## src/hw/rtl/ktpc_pkg.sv

```systemverilog
// Shared types, constants and helper functions of the keypad tone controller.
package ktpc_pkg;

	localparam int DIGIT_COUNT = 5;
	localparam int DIGIT_W     = 4;
	localparam int DEC_BASE    = 10;
	localparam int VAL_W       = $clog2(DEC_BASE ** DIGIT_COUNT);

	localparam int KEY_W   = 5;
	localparam int TICK_W  = 20;
	localparam int FREQ_W  = 17;
	localparam int STEP_W  = 6;
	localparam int DUTY_W  = 7;
	localparam int PER_W   = 16;
	localparam int CMP_W   = (VAL_W > FREQ_W) ? VAL_W : FREQ_W;

	localparam int DVD_W      = TICK_W;
	localparam int DVS_W      = FREQ_W;
	localparam int DIV_CNT_W  = $clog2(DVD_W + 1);
	localparam int PCT_SCALE  = 100;

	// divide by the percent scale as a multiply by its rounded-up reciprocal;
	// exact for every duty times period product
	localparam int PROD_W      = DUTY_W + PER_W;
	localparam int PCT_SHIFT   = 30;
	localparam int PCT_RECIP_W = 24;
	localparam logic [PCT_RECIP_W-1:0] PCT_RECIP =
		PCT_RECIP_W'(((64'd1 << PCT_SHIFT) + 64'(PCT_SCALE) - 64'd1) / 64'(PCT_SCALE));
	localparam int SCALED_W    = PROD_W + PCT_RECIP_W;

	localparam int CFG_IDX_W  = 3;
	localparam int CFG_DATA_W = TICK_W;

	localparam logic [TICK_W-1:0] TICK_RATE_RST = TICK_W'(48000);
	localparam logic [FREQ_W-1:0] MIN_FREQ_RST  = FREQ_W'(20);
	localparam logic [FREQ_W-1:0] MAX_FREQ_RST  = FREQ_W'(20000);
	localparam logic [STEP_W-1:0] DUTY_STEP_RST = STEP_W'(5);
	localparam logic [DUTY_W-1:0] DUTY_LIM_RST  = DUTY_W'(95);
	localparam logic [DUTY_W-1:0] DUTY_RST      = DUTY_W'(50);

	// key codes, 4*row+column+1
	localparam logic [KEY_W-1:0] KEY_NONE   = KEY_W'(0);
	localparam logic [KEY_W-1:0] KEY_1      = KEY_W'(1);
	localparam logic [KEY_W-1:0] KEY_3      = KEY_W'(3);
	localparam logic [KEY_W-1:0] KEY_DUTY_A = KEY_W'(4);
	localparam logic [KEY_W-1:0] KEY_4      = KEY_W'(5);
	localparam logic [KEY_W-1:0] KEY_6      = KEY_W'(7);
	localparam logic [KEY_W-1:0] KEY_DUTY_B = KEY_W'(8);
	localparam logic [KEY_W-1:0] KEY_7      = KEY_W'(9);
	localparam logic [KEY_W-1:0] KEY_9      = KEY_W'(11);
	localparam logic [KEY_W-1:0] KEY_ERR_A  = KEY_W'(12);
	localparam logic [KEY_W-1:0] KEY_ENTER  = KEY_W'(13);
	localparam logic [KEY_W-1:0] KEY_0      = KEY_W'(14);
	localparam logic [KEY_W-1:0] KEY_DONE   = KEY_W'(15);
	localparam logic [KEY_W-1:0] KEY_ERR_B  = KEY_W'(16);

	typedef enum logic [CFG_IDX_W-1:0] {
		REG_TICK_RATE = 3'd0,
		REG_MIN_FREQ  = 3'd1,
		REG_MAX_FREQ  = 3'd2,
		REG_DUTY_STEP = 3'd3,
		REG_DUTY_LIM  = 3'd4
	} reg_idx_t;

	typedef enum logic [1:0] {
		SPK_A    = 2'd0,
		SPK_B    = 2'd1,
		SPK_BOTH = 2'd2,
		SPK_OFF  = 2'd3
	} spk_mode_t;

	typedef enum logic [1:0] {
		DIV_PERIOD  = 2'd0,
		DIV_PULSE_A = 2'd1,
		DIV_PULSE_B = 2'd2
	} div_sel_t;

	typedef logic [DIGIT_W-1:0] digit_t;
	typedef digit_t [DIGIT_COUNT-1:0] digits_t;

	typedef struct packed {
		logic [KEY_W-1:0] key_code;
		logic             button_level;
	} item_t;

	typedef struct packed {
		logic [PER_W-1:0]  period_ticks;
		logic [PER_W-1:0]  pulse_a;
		logic [PER_W-1:0]  pulse_b;
		logic [FREQ_W-1:0] tone_frequency;
		logic              entering;
		logic              error_flash;
		logic              speaker_a_on;
		logic              speaker_b_on;
	} result_t;

	typedef struct packed {
		logic     load_item;
		logic     div_start;
		div_sel_t div_sel;
		logic     pulse_load;
		logic     pulse_write;
		logic     load_result;
	} cmd_t;

	typedef struct packed {
		logic freq_zero;
		logic period_zero;
		logic div_done;
	} stat_t;

	// digit keys: 1-3, 5-7, 9-11 give 1-9, key 14 gives 0
	function automatic logic [DIGIT_W:0] key_digit(input logic [KEY_W-1:0] key);
		logic [DIGIT_W:0] r;
		r = '0;
		case (key) inside
			[KEY_1:KEY_3]: r = {1'b1, DIGIT_W'(key)};
			[KEY_4:KEY_6]: r = {1'b1, DIGIT_W'(key - KEY_W'(1))};
			[KEY_7:KEY_9]: r = {1'b1, DIGIT_W'(key - KEY_W'(2))};
			KEY_0:         r = {1'b1, DIGIT_W'(0)};
			default:       r = '0;
		endcase
		return r;
	endfunction

	// oldest digit first, so index 0 is the most significant
	function automatic logic [CMP_W-1:0] digits_value(input digits_t d);
		logic [CMP_W-1:0] v;
		v = '0;
		for (int i = 0; i < DIGIT_COUNT; i++) begin
			v = CMP_W'(v * CMP_W'(DEC_BASE)) + CMP_W'(d[i]);
		end
		return v;
	endfunction

endpackage

```

## src/hw/rtl/keypad_tone_pwm_controller_core.sv

```systemverilog
// Top level of the keypad tone and PWM controller core.
//
//  channel  | signals                            | direction | transfer when
//  ---------+------------------------------------+-----------+-----------------------
//  item     | item_valid, item_stall, item       | in        | valid high, stall low
//  result   | result_valid, result_stall, result | out       | valid high, stall low
//  cfg      | cfg_valid, cfg_ready, cfg_index,   | in        | valid and ready high
//           | cfg_data                           |           |
//
// Sequence: after an item transfer with no accepted frequency the result is loaded
// directly; otherwise the serial divider is started and takes one quotient bit per
// tick_rate bit, the period is taken, each pulse is a product, then scaled by the
// reciprocal of 100, and the result is loaded. A zero period skips the pulses.
// Reset: asynchronous, active low; state returns to its power-on values and
// the configuration registers to their defaults. The item channel takes a new
// transfer as soon as the previous result is in the output register, even
// while that result is stalled; a stalled result holds until taken.
module keypad_tone_pwm_controller_core
	import ktpc_pkg::*;
(
	input  logic                  clk,
	input  logic                  arst_n,
	input  logic                  item_valid,
	output logic                  item_stall,
	input  item_t                 item,
	output logic                  result_valid,
	input  logic                  result_stall,
	output result_t               result,
	input  logic                  cfg_valid,
	output logic                  cfg_ready,
	input  logic [CFG_IDX_W-1:0]  cfg_index,
	input  logic [CFG_DATA_W-1:0] cfg_data
);

	cmd_t  cmd;
	stat_t status;

	// registers take a write in any cycle; writes outside the map are dropped
	assign cfg_ready = 1'b1;

	// sequencer: owns the handshakes, steps the divider and the pulse scaling
	ktpc_ctrl u_ctrl (
		.clk          (clk),
		.arst_n       (arst_n),
		.item_valid   (item_valid),
		.item_stall   (item_stall),
		.result_valid (result_valid),
		.result_stall (result_stall),
		.cmd          (cmd),
		.status       (status)
	);

	// datapath: keypad state update on transfer, then period and pulses
	ktpc_datapath u_dp (
		.clk       (clk),
		.arst_n    (arst_n),
		.cmd       (cmd),
		.status    (status),
		.item      (item),
		.cfg_write (cfg_valid && cfg_ready),
		.cfg_index (cfg_index),
		.cfg_data  (cfg_data),
		.result    (result)
	);

endmodule

```

## src/hw/rtl/ktpc_divider.sv

```systemverilog
// Bit-serial restoring divider, one quotient bit per cycle.
module ktpc_divider
	import ktpc_pkg::*;
(
	input  logic             clk,
	input  logic             arst_n,
	input  logic             start,
	input  logic [DVD_W-1:0] dividend,
	input  logic [DVS_W-1:0] divisor,
	output logic             done,
	output logic [DVD_W-1:0] quotient
);

	logic                 busy_q;
	logic                 done_q;
	logic [DIV_CNT_W-1:0] count_q;
	logic [DVD_W-1:0]     dvd_q;
	logic [DVS_W-1:0]     rem_q;
	logic [DVS_W-1:0]     dvs_q;
	logic [DVS_W:0]       rem_shift;
	logic [DVS_W+1:0]     diff;
	logic                 fits;

	assign rem_shift = {rem_q, dvd_q[DVD_W-1]};
	assign diff      = {1'b0, rem_shift} - {2'b00, dvs_q};
	assign fits      = ~diff[DVS_W+1];

	always_ff @(posedge clk or negedge arst_n) begin
		if (!arst_n) begin
			busy_q  <= 1'b0;
			done_q  <= 1'b0;
			count_q <= '0;
		end else begin
			done_q <= 1'b0;
			if (start) begin
				busy_q  <= 1'b1;
				count_q <= DIV_CNT_W'(DVD_W);
			end else if (busy_q) begin
				count_q <= count_q - DIV_CNT_W'(1);
				if (count_q == DIV_CNT_W'(1)) begin
					busy_q <= 1'b0;
					done_q <= 1'b1;
				end
			end
		end
	end

	// quotient bits shift in behind the dividend
	always_ff @(posedge clk) begin
		if (start) begin
			dvd_q <= dividend;
			dvs_q <= divisor;
			rem_q <= '0;
		end else if (busy_q) begin
			rem_q <= fits ? diff[DVS_W-1:0] : rem_shift[DVS_W-1:0];
			dvd_q <= {dvd_q[DVD_W-2:0], fits};
		end
	end

	assign done     = done_q;
	assign quotient = dvd_q;

endmodule

```

## src/hw/rtl/ktpc_datapath.sv

```systemverilog
// Keypad state, configuration registers, period and pulse arithmetic.
module ktpc_datapath
	import ktpc_pkg::*;
(
	input  logic                  clk,
	input  logic                  arst_n,
	input  cmd_t                  cmd,
	output stat_t                 status,
	input  item_t                 item,
	input  logic                  cfg_write,
	input  logic [CFG_IDX_W-1:0]  cfg_index,
	input  logic [CFG_DATA_W-1:0] cfg_data,
	output result_t               result
);

	logic [TICK_W-1:0] tick_q;
	logic [FREQ_W-1:0] fmin_q;
	logic [FREQ_W-1:0] fmax_q;
	logic [STEP_W-1:0] step_q;
	logic [DUTY_W-1:0] lim_q;

	digits_t           digits_q, digits_n;
	logic              entry_q, entry_n;
	logic              ilock_q, ilock_n;
	logic              elock_q, elock_n;
	logic [FREQ_W-1:0] freq_q, freq_n;
	logic [DUTY_W-1:0] duty_a_q, duty_a_n;
	logic [DUTY_W-1:0] duty_b_q, duty_b_n;
	logic [1:0]        mode_q, mode_n;
	logic              held_q, held_n;
	logic              err_q, err_n;

	logic [PER_W-1:0]  period_q;
	logic [PER_W-1:0]  pulse_a_q;
	logic [PER_W-1:0]  pulse_b_q;
	result_t           result_q;

	logic [DIGIT_W:0]  dec;
	logic [CMP_W-1:0]  value;
	logic              in_range;
	logic [KEY_W-1:0]  key;

	logic [DVD_W-1:0]  div_dividend;
	logic [DVS_W-1:0]  div_divisor;
	logic              div_done;
	logic [DVD_W-1:0]  div_quot;
	logic [DVD_W-1:0]  quot_m1;
	logic [PER_W-1:0]  period_m1;
	logic [DUTY_W-1:0] duty_sel;
	logic [PROD_W-1:0] prod_n;
	logic [PROD_W-1:0] prod_q;
	logic [SCALED_W-1:0]           scaled;
	logic [SCALED_W-PCT_SHIFT-1:0] pct_quot;
	logic [PER_W-1:0]  pulse_sat;
	spk_mode_t         spk;

	function automatic logic [DUTY_W-1:0] step_duty(input logic [DUTY_W-1:0] duty,
			input logic [STEP_W-1:0] step, input logic [DUTY_W-1:0] lim);
		logic [DUTY_W:0] n;
		n = {1'b0, duty} + (DUTY_W + 1)'(step);
		return (n > {1'b0, lim}) ? '0 : n[DUTY_W-1:0];
	endfunction

	always_ff @(posedge clk or negedge arst_n) begin
		if (!arst_n) begin
			tick_q <= TICK_RATE_RST;
			fmin_q <= MIN_FREQ_RST;
			fmax_q <= MAX_FREQ_RST;
			step_q <= DUTY_STEP_RST;
			lim_q  <= DUTY_LIM_RST;
		end else if (cfg_write) begin
			case (cfg_index)
				REG_TICK_RATE: tick_q <= cfg_data[TICK_W-1:0];
				REG_MIN_FREQ:  fmin_q <= cfg_data[FREQ_W-1:0];
				REG_MAX_FREQ:  fmax_q <= cfg_data[FREQ_W-1:0];
				REG_DUTY_STEP: step_q <= cfg_data[STEP_W-1:0];
				REG_DUTY_LIM:  lim_q  <= cfg_data[DUTY_W-1:0];
				default: ;
			endcase
		end
	end

	assign key      = item.key_code;
	assign dec      = key_digit(key);
	assign value    = digits_value(digits_q);
	assign in_range = (value >= CMP_W'(fmin_q)) && (value <= CMP_W'(fmax_q));

	always_comb begin
		digits_n = digits_q;
		entry_n  = entry_q;
		ilock_n  = ilock_q;
		elock_n  = elock_q;
		freq_n   = freq_q;
		duty_a_n = duty_a_q;
		duty_b_n = duty_b_q;
		mode_n   = mode_q;
		held_n   = held_q;
		err_n    = 1'b0;
		if (!entry_q) begin
			// an armed press advances the mode; release re-arms
			held_n = item.button_level;
			if (item.button_level && !held_q) begin
				mode_n = mode_q + 2'd1;
			end
			if (key == KEY_NONE) begin
				ilock_n = 1'b0;
			end
			if (key == KEY_ENTER) begin
				entry_n = 1'b1;
			end
			if (!ilock_n) begin
				if (key == KEY_DUTY_A) begin
					duty_a_n = step_duty(duty_a_q, step_q, lim_q);
					ilock_n  = 1'b1;
				end else if (key == KEY_DUTY_B) begin
					duty_b_n = step_duty(duty_b_q, step_q, lim_q);
					ilock_n  = 1'b1;
				end else if (key == KEY_ERR_A || key == KEY_ERR_B) begin
					err_n   = 1'b1;
					ilock_n = 1'b1;
				end
			end
		end else begin
			if (key == KEY_NONE) begin
				elock_n = 1'b0;
			end
			if (!elock_q && key != KEY_NONE) begin
				if (dec[DIGIT_W]) begin
					for (int i = 0; i < DIGIT_COUNT - 1; i++) begin
						digits_n[i] = digits_q[i+1];
					end
					digits_n[DIGIT_COUNT-1] = dec[DIGIT_W-1:0];
					elock_n = 1'b1;
				end else if (key == KEY_DUTY_A || key == KEY_DUTY_B ||
						key == KEY_ERR_A || key == KEY_ERR_B) begin
					err_n = 1'b1;
				end
			end
			if (key == KEY_DONE) begin
				if (in_range) begin
					freq_n   = value[FREQ_W-1:0];
					digits_n = '0;
				end else begin
					err_n = 1'b1;
				end
				entry_n = 1'b0;
			end
		end
		if (err_n) begin
			digits_n = '0;
		end
	end

	always_ff @(posedge clk or negedge arst_n) begin
		if (!arst_n) begin
			digits_q <= '0;
			entry_q  <= 1'b0;
			ilock_q  <= 1'b0;
			elock_q  <= 1'b0;
			freq_q   <= '0;
			duty_a_q <= DUTY_RST;
			duty_b_q <= DUTY_RST;
			mode_q   <= SPK_A;
			held_q   <= 1'b0;
			err_q    <= 1'b0;
		end else if (cmd.load_item) begin
			digits_q <= digits_n;
			entry_q  <= entry_n;
			ilock_q  <= ilock_n;
			elock_q  <= elock_n;
			freq_q   <= freq_n;
			duty_a_q <= duty_a_n;
			duty_b_q <= duty_b_n;
			mode_q   <= mode_n;
			held_q   <= held_n;
			err_q    <= err_n;
		end
	end

	// period: tick rate over the frequency in the serial divider
	assign div_dividend = DVD_W'(tick_q);
	assign div_divisor  = freq_q;

	ktpc_divider u_div (
		.clk      (clk),
		.arst_n   (arst_n),
		.start    (cmd.div_start),
		.dividend (div_dividend),
		.divisor  (div_divisor),
		.done     (div_done),
		.quotient (div_quot)
	);

	assign quot_m1 = div_quot - DVD_W'(1);

	// pulse: register duty * (period - 1), then scale it down by the percent
	assign period_m1 = period_q - PER_W'(1);
	assign duty_sel  = (cmd.div_sel == DIV_PULSE_B) ? duty_b_q : duty_a_q;
	assign prod_n    = PROD_W'(duty_sel) * PROD_W'(period_m1);

	always_ff @(posedge clk) begin
		if (cmd.pulse_load) begin
			prod_q <= prod_n;
		end
	end

	assign scaled    = SCALED_W'(prod_q) * SCALED_W'(PCT_RECIP);
	assign pct_quot  = scaled[SCALED_W-1:PCT_SHIFT];
	assign pulse_sat = (|pct_quot[SCALED_W-PCT_SHIFT-1:PER_W]) ? '1 : pct_quot[PER_W-1:0];

	always_ff @(posedge clk) begin
		if (cmd.load_item) begin
			period_q  <= '0;
			pulse_a_q <= '0;
			pulse_b_q <= '0;
		end else if (div_done) begin
			if (div_quot == '0) begin
				period_q <= '0;
			end else if (|quot_m1[DVD_W-1:PER_W]) begin
				period_q <= '1;
			end else begin
				period_q <= quot_m1[PER_W-1:0];
			end
		end else if (cmd.pulse_write) begin
			case (cmd.div_sel)
				DIV_PULSE_A: pulse_a_q <= pulse_sat;
				DIV_PULSE_B: pulse_b_q <= pulse_sat;
				default: ;
			endcase
		end
	end

	assign spk = spk_mode_t'(mode_q);

	always_ff @(posedge clk) begin
		if (cmd.load_result) begin
			result_q.period_ticks   <= period_q;
			result_q.pulse_a        <= pulse_a_q;
			result_q.pulse_b        <= pulse_b_q;
			result_q.tone_frequency <= freq_q;
			result_q.entering       <= entry_q;
			result_q.error_flash    <= err_q;
			result_q.speaker_a_on   <= (spk == SPK_A) || (spk == SPK_BOTH);
			result_q.speaker_b_on   <= (spk == SPK_B) || (spk == SPK_BOTH);
		end
	end

	assign status.freq_zero   = (freq_q == '0);
	assign status.period_zero = (period_q == '0);
	assign status.div_done    = div_done;
	assign result             = result_q;

endmodule

```

## src/hw/rtl/ktpc_ctrl.sv

```systemverilog
// Sequencer for item intake, the period division, the two pulses and the result register.
module ktpc_ctrl
	import ktpc_pkg::*;
(
	input  logic  clk,
	input  logic  arst_n,
	input  logic  item_valid,
	output logic  item_stall,
	output logic  result_valid,
	input  logic  result_stall,
	output cmd_t  cmd,
	input  stat_t status
);

	typedef enum logic [7:0] {
		S_IDLE   = 8'b0000_0001,
		S_PSTART = 8'b0000_0010,
		S_PWAIT  = 8'b0000_0100,
		S_ASTART = 8'b0000_1000,
		S_AWAIT  = 8'b0001_0000,
		S_BSTART = 8'b0010_0000,
		S_BWAIT  = 8'b0100_0000,
		S_RESULT = 8'b1000_0000
	} state_t;

	state_t state_q, state_n;
	logic   valid_q;
	logic   out_free;

	assign out_free = !valid_q || !result_stall;

	always_comb begin
		state_n         = state_q;
		cmd.load_item   = 1'b0;
		cmd.div_start   = 1'b0;
		cmd.div_sel     = DIV_PERIOD;
		cmd.pulse_load  = 1'b0;
		cmd.pulse_write = 1'b0;
		cmd.load_result = 1'b0;
		case (state_q)
			S_IDLE: begin
				if (item_valid) begin
					cmd.load_item = 1'b1;
					state_n       = S_PSTART;
				end
			end
			S_PSTART: begin
				if (status.freq_zero) begin
					state_n = S_RESULT;
				end else begin
					cmd.div_start = 1'b1;
					state_n       = S_PWAIT;
				end
			end
			S_PWAIT: begin
				if (status.div_done) begin
					state_n = S_ASTART;
				end
			end
			S_ASTART: begin
				cmd.div_sel = DIV_PULSE_A;
				if (status.period_zero) begin
					state_n = S_RESULT;
				end else begin
					cmd.pulse_load = 1'b1;
					state_n        = S_AWAIT;
				end
			end
			S_AWAIT: begin
				cmd.div_sel     = DIV_PULSE_A;
				cmd.pulse_write = 1'b1;
				state_n         = S_BSTART;
			end
			S_BSTART: begin
				cmd.div_sel    = DIV_PULSE_B;
				cmd.pulse_load = 1'b1;
				state_n        = S_BWAIT;
			end
			S_BWAIT: begin
				cmd.div_sel     = DIV_PULSE_B;
				cmd.pulse_write = 1'b1;
				state_n         = S_RESULT;
			end
			S_RESULT: begin
				if (out_free) begin
					cmd.load_result = 1'b1;
					state_n         = S_IDLE;
				end
			end
			default: state_n = S_IDLE;
		endcase
	end

	always_ff @(posedge clk or negedge arst_n) begin
		if (!arst_n) begin
			state_q <= S_IDLE;
			valid_q <= 1'b0;
		end else begin
			state_q <= state_n;
			if (cmd.load_result) begin
				valid_q <= 1'b1;
			end else if (!result_stall) begin
				valid_q <= 1'b0;
			end
		end
	end

	assign item_stall   = (state_q != S_IDLE);
	assign result_valid = valid_q;

endmodule

```

## config.mk

```make
export PLATFORM = sky130hd
export DESIGN_NAME = keypad_tone_pwm_controller_core
export DESIGN_NICKNAME = d
export VERILOG_FILES = /design/src/hw/rtl/ktpc_pkg.sv /design/src/hw/rtl/keypad_tone_pwm_controller_core.sv /design/src/hw/rtl/ktpc_divider.sv /design/src/hw/rtl/ktpc_datapath.sv /design/src/hw/rtl/ktpc_ctrl.sv
export SDC_FILE = /design/constraint.sdc
export NUM_CORES = 2
export LEC_CHECK = 0
export BUFFER_PORTS_ARGS = -buffer_cell sky130_fd_sc_hd__buf_4
export CAP_MARGIN = 40
export CELL_PAD_IN_SITES_DETAIL_PLACEMENT = 0
export CELL_PAD_IN_SITES_GLOBAL_PLACEMENT = 1
export CORE_MARGIN = 1.5
export CORE_UTILIZATION = 50
export CTS_CLUSTER_DIAMETER = 120
export DETAILED_ROUTE_END_ITERATION = 12
export GPL_TIMING_DRIVEN = 0
export PLACE_DENSITY = 0.83
export SYNTH_ARGS = -nofsm -noshare
export SYNTH_HDL_FRONTEND = slang
export SYNTH_SLANG_ARGS = --single-unit
```

## constraint.sdc

```tcl
create_clock -name clk -period 12.6 [get_ports clk]
set_input_delay 1.26 -clock clk [delete_from_list [all_inputs] [get_ports clk]]
set_output_delay 1.26 -clock clk [all_outputs]
set_load 0.05 [all_outputs]
```

==> key figures <==
Timing
  – Unrepaired setup endpoints after global routing: false
  – Worst-Margin Slew: between 0.9 and 1 ns
  – Final setup viols: 0
  – Setup TNS: 0 ns
  – Tcrit/Tclk final: roughly 79%
  – Fin. Hold Viols: 0
  – Fmax: 0.101 GHz
  – Fin crit period: approximately 9.9 ns
  – Slew margin rel.: a little under two fifths
  – Final hold slack: 0.429 ns
  – Final Slew Violations: 0
  – Clock skew: between 0.02 and 0.03 ns

Critical path
  – Setup crit end kind: flop
  – Crit-path most repeated cell: ha_1
  – Slowest CP cell: fa_1
  – Arr. time, crit path: 10.35 ns
  – Critical Path RT: between 10 and 15 ns
  – Critical path type: reg -> reg
  – CP Buf/Inv Count: 1
  – Setup slack, reg-to-reg: roughly 2.7 ns
  – FF-to-FF End: u_dp.div_divisor[16]$_DFFE_PN0P_
  – Crit. path cell count: 38
  – Crit start category: flop
  – CP Launch Point: u_dp.digits_q[3]$_DFFE_PN0P_
  – Crit-path max FO: 6
  – Critical Path Max Stage Delay: 0.55 ns
  – Worst Setup EP: u_dp.div_divisor[16]$_DFFE_PN0P_
  – FF-to-FF Start: u_dp.digits_q[3]$_DFFE_PN0P_
  – R2r worst-path depth: 38
  – Top delay family on crit path: adder cells

Global routing
  – Largest net degree at the start of global routing: 83
  – Total GRT Usage: between 20% and 30%
  – Initial antenna violation count: 0
  – Vias in the first global route: ~23000
  – Global-route wire length before repair: between 100000 and 150000 um
  – Total grt overflow: 0

Die
  – Die height: 250 um
  – Starting Density: between 50 and 60%
  – Die X: around 250 um
  – Die ar.: around 62000 um2
  – Core area: a little over 60000 um2
  – Rows: 90
  – Num ports: ~110

Detailed routing
  – DRC violations left: 0
  – Wirelength per Cell: approximately 19 um
  – Detail Route Antenna Nets: 0
  – 1st-pass router iterations: 5
  – Vias: ~21000
  – Iter 0 DRT Violations: approximately 1200
  – Final WL: about 73000 um
  – Vias per cell: roughly 5.5

Logic synthesis
  – Top_reg_cell synth: edfxtp_1
  – Fraction of registers with async set/reset: 42.1%
  – Mapped Cells: 2939
  – EDFF count, synth: 129
  – Syn_nets: between 3000 and 4000
  – Sequential area share after synthesis: between 20% and 30%
  – Ys Warns: 0
  – Syn avg cell area: about 10 um2
  – Seq cells post-synth: 335
  – Mapped cell area: approximately 30000 um2
  – Synth cell types: 86

CTS
  – Worst-case clock buffer depth: 3
  – Worst skew pair latency: between 0.5 and 0.6 ns
  – CTS tree: yes
  – Clock tree root driver cell: clkbuf_16
  – Worst-path clk slew: 0.06 ns
  – CTS Hold Bufs: 0
  – Cts repair resizes: 0
  – Setup Buffers After CTS: 0
  – Cts bufs inserted: 40
  – CTS Sinks: about 340
  – H-Tree Depth: 2

Layout
  – Layout Nets: just under 4000
  – Area of the multi-input gates: approximately 20000 um2
  – Layout cells sized above 1: 10.4%
  – Final core occ: ~56%
  – Layout Cells excl Fill: 3904
  – Antenna diodes: 0
  – Register area: 8740 um2
  – Fillers: 5234
  – Layout area overhead: 10.7%

Run
  – Number of max-cap violations: 0

Place
  – HPWL after detailed placement: just over 60000 um
  – Routability cong.: 0.946
  – Number of instances in the placed design: about 3800
  – IO Port Bufs: 104

Min path
  – Hold Crit Class: reg -> reg

Power and ir drop
  – Cell area power density: roughly 120 nW/um2
  – Lkg Pwr: about 16 nW
  – Total Power: a little over 4 mW
  – Max rail drop VDD: about 0.078 mV

Status
  – Status: finished, final reports clean
flip-flops by register name, indices dropped and copies added (netlist names), 8 cells and up:
name / cells
u_dp.div_divisor: 17
u_dp.period_q: 16
u_dp.u_div.rem_q: 17
u_dp.div_dividend: 20
u_dp.fmax_q: 17
u_dp.prod_q: 23
u_dp.pulse_b_q: 16
u_dp.pulse_a_q: 16
u_dp.u_div.dvs_q: 17
u_dp.fmin_q: 17
u_dp.u_div.quotient: 20
u_ctrl.state_q: 8
u_dp.digits_q: 20
u_dp.result: 69
final cells by class:
type	count	area share, %
Tap cell	782	2.90
Sequential cell	335	25.9
Clock inverter	22	0.808
Clock buffer	50	3.26
Timing Repair Buffer	111	2.69
Buffer	52	0.637
Multi-Input combinational cell	2073	58.5
Inverter	479	5.32
report_power, final:
| part | switching, mW | leakage [nW] | internal, mW |
|---|---|---|---|
| Combinational | 0.871 | 12.2 | 0.612 |
| Clock | 0.480 | 0.682 | 0.730 |
| Sequential | 0.0833 | 3.50 | 1.29 |
| Total | 1.43 | 16.4 | 2.63 |
per-layer routing:
metal | part of all wire (%) | global-route usage [%]
met5 | 0 | 0
met1 | 46 | 32.7
met3 | 4.3 | 2.54
met4 | 2.4 | 6.03
met2 | 48 | 40.6
logic make-up (layout without fill, tap and decap cells):
group | count (synthesis) | count (layout) | synth area share (%)
AOI/OAI and AO/OA | 503 | 503 | 10.8
xor gates and xnor gates | 161 | 161 | 4.69
adders and majority gates | 727 | 727 | 36.6
buffers and inverters | 531 | 714 | 6.60
DFF | 335 | 335 | 28.7
muxes | 84 | 84 | 3.04
other | 2 | 2 | 0.0246
and+or+nand+nor | 596 | 596 | 9.55
cell usage after synthesis (5+ instances only):
cell | count | area (um2)
a211oi_1 | 24 | 180
nor2b_1 | 36 | 225
nor4_1 | 10 | 62.6
a21o_1 | 51 | 383
edfxtp_1 | 129 | 3870
xor2_1 | 54 | 473
a31oi_1 | 16 | 100
a311oi_1 | 5 | 43.8
o21ai_0 | 122 | 611
o21a_1 | 19 | 143
a41oi_1 | 5 | 43.8
or2_2 | 9 | 56.3
dfxtp_1 | 65 | 1300
a22o_1 | 34 | 298
nand3b_1 | 12 | 90.1
ha_1 | 451 | 5640
clkbuf_1 | 44 | 165
nand3_1 | 34 | 170
nand2b_1 | 28 | 175
and3_1 | 13 | 81.3
nand4_1 | 16 | 100
dfrtp_1 | 112 | 2800
nor2_1 | 125 | 469
a21oi_1 | 134 | 671
nor3b_1 | 8 | 60.1
and4_1 | 5 | 43.8
xnor2_1 | 105 | 920
o21bai_1 | 21 | 158
fa_1 | 276 | 5530
and2_1 | 18 | 113
nor3_1 | 37 | 185
or3_1 | 15 | 93.8
o22ai_1 | 5 | 31.3
nand2_1 | 209 | 785
o211ai_1 | 9 | 67.6
mux2_2 | 70 | 788
mux2i_1 | 14 | 140
dfstp_2 | 29 | 762
o31ai_1 | 6 | 45.0
inv_1 | 476 | 1790
worst register-to-register path: cells and delay by family (launching register included):
kind / cells / cell delay (ns)
AND/OR/NAND/NOR: 8 / 1.87
XOR/XNOR: 7 / 1.84
multiplexers: 2 / 0.48
flip-flops: 1 / 0.46
buffers and inverters: 1 / 0.22
AO/OA/AOI/OAI: 10 / 1.65
adder cells (fa/ha/maj): 10 / 3.26
cell usage in the layout (no fill, tap or decap), types with 21 or more instances in the layout:
cell	count
nor2b_1	36
inv_1	476
o21bai_1	21
edfxtp_1	129
xnor2_1	105
ha_1	451
mux2_2	70
nand2b_1	28
a21o_1	51
a22o_1	34
nor2_1	125
clkbuf_16	41
nand2_1	209
fa_1	276
nor3_1	37
o21ai_0	121
xor2_1	54
dfrtp_1	112
buf_4	107
a21oi_1	133
dfstp_2	29
a211oi_1	24
clkbuf_1	49
dfxtp_1	65
nand3_1	34
through the flow:
step | setup slack [ns] | instance area (um2)
after floorplan | 4.10 | 30500
after global placement | 2.38 | 32300
after detailed placement | 2.64 | 32400
after CTS | 2.59 | 33800
after global routing | 1.93 | 33800
final | 2.67 | 33800
worst min-delay path by stage:
stage	slack, ns	start	cells past startpoint	end
after detailed placement	0.41	u_dp.pulse_a_q[3]$_SDFFE_PP0P_	0	u_dp.result[40]$_DFFE_PP_
final	0.43	u_dp.pulse_a_q[3]$_SDFFE_PP0P_	0	u_dp.result[40]$_DFFE_PP_
after global routing	0.44	u_dp.pulse_b_q[6]$_SDFFE_PP0P_	0	u_dp.result[27]$_DFFE_PP_
after global placement	0.41	u_dp.pulse_b_q[7]$_SDFFE_PP0P_	0	u_dp.result[28]$_DFFE_PP_
after CTS	0.43	u_dp.pulse_a_q[3]$_SDFFE_PP0P_	0	u_dp.result[40]$_DFFE_PP_
after floorplan	0.40	u_dp.pulse_b_q[1]$_SDFFE_PP0P_	0	u_dp.result[22]$_DFFE_PP_
Note: power is estimated with default switching activity, not from simulation.
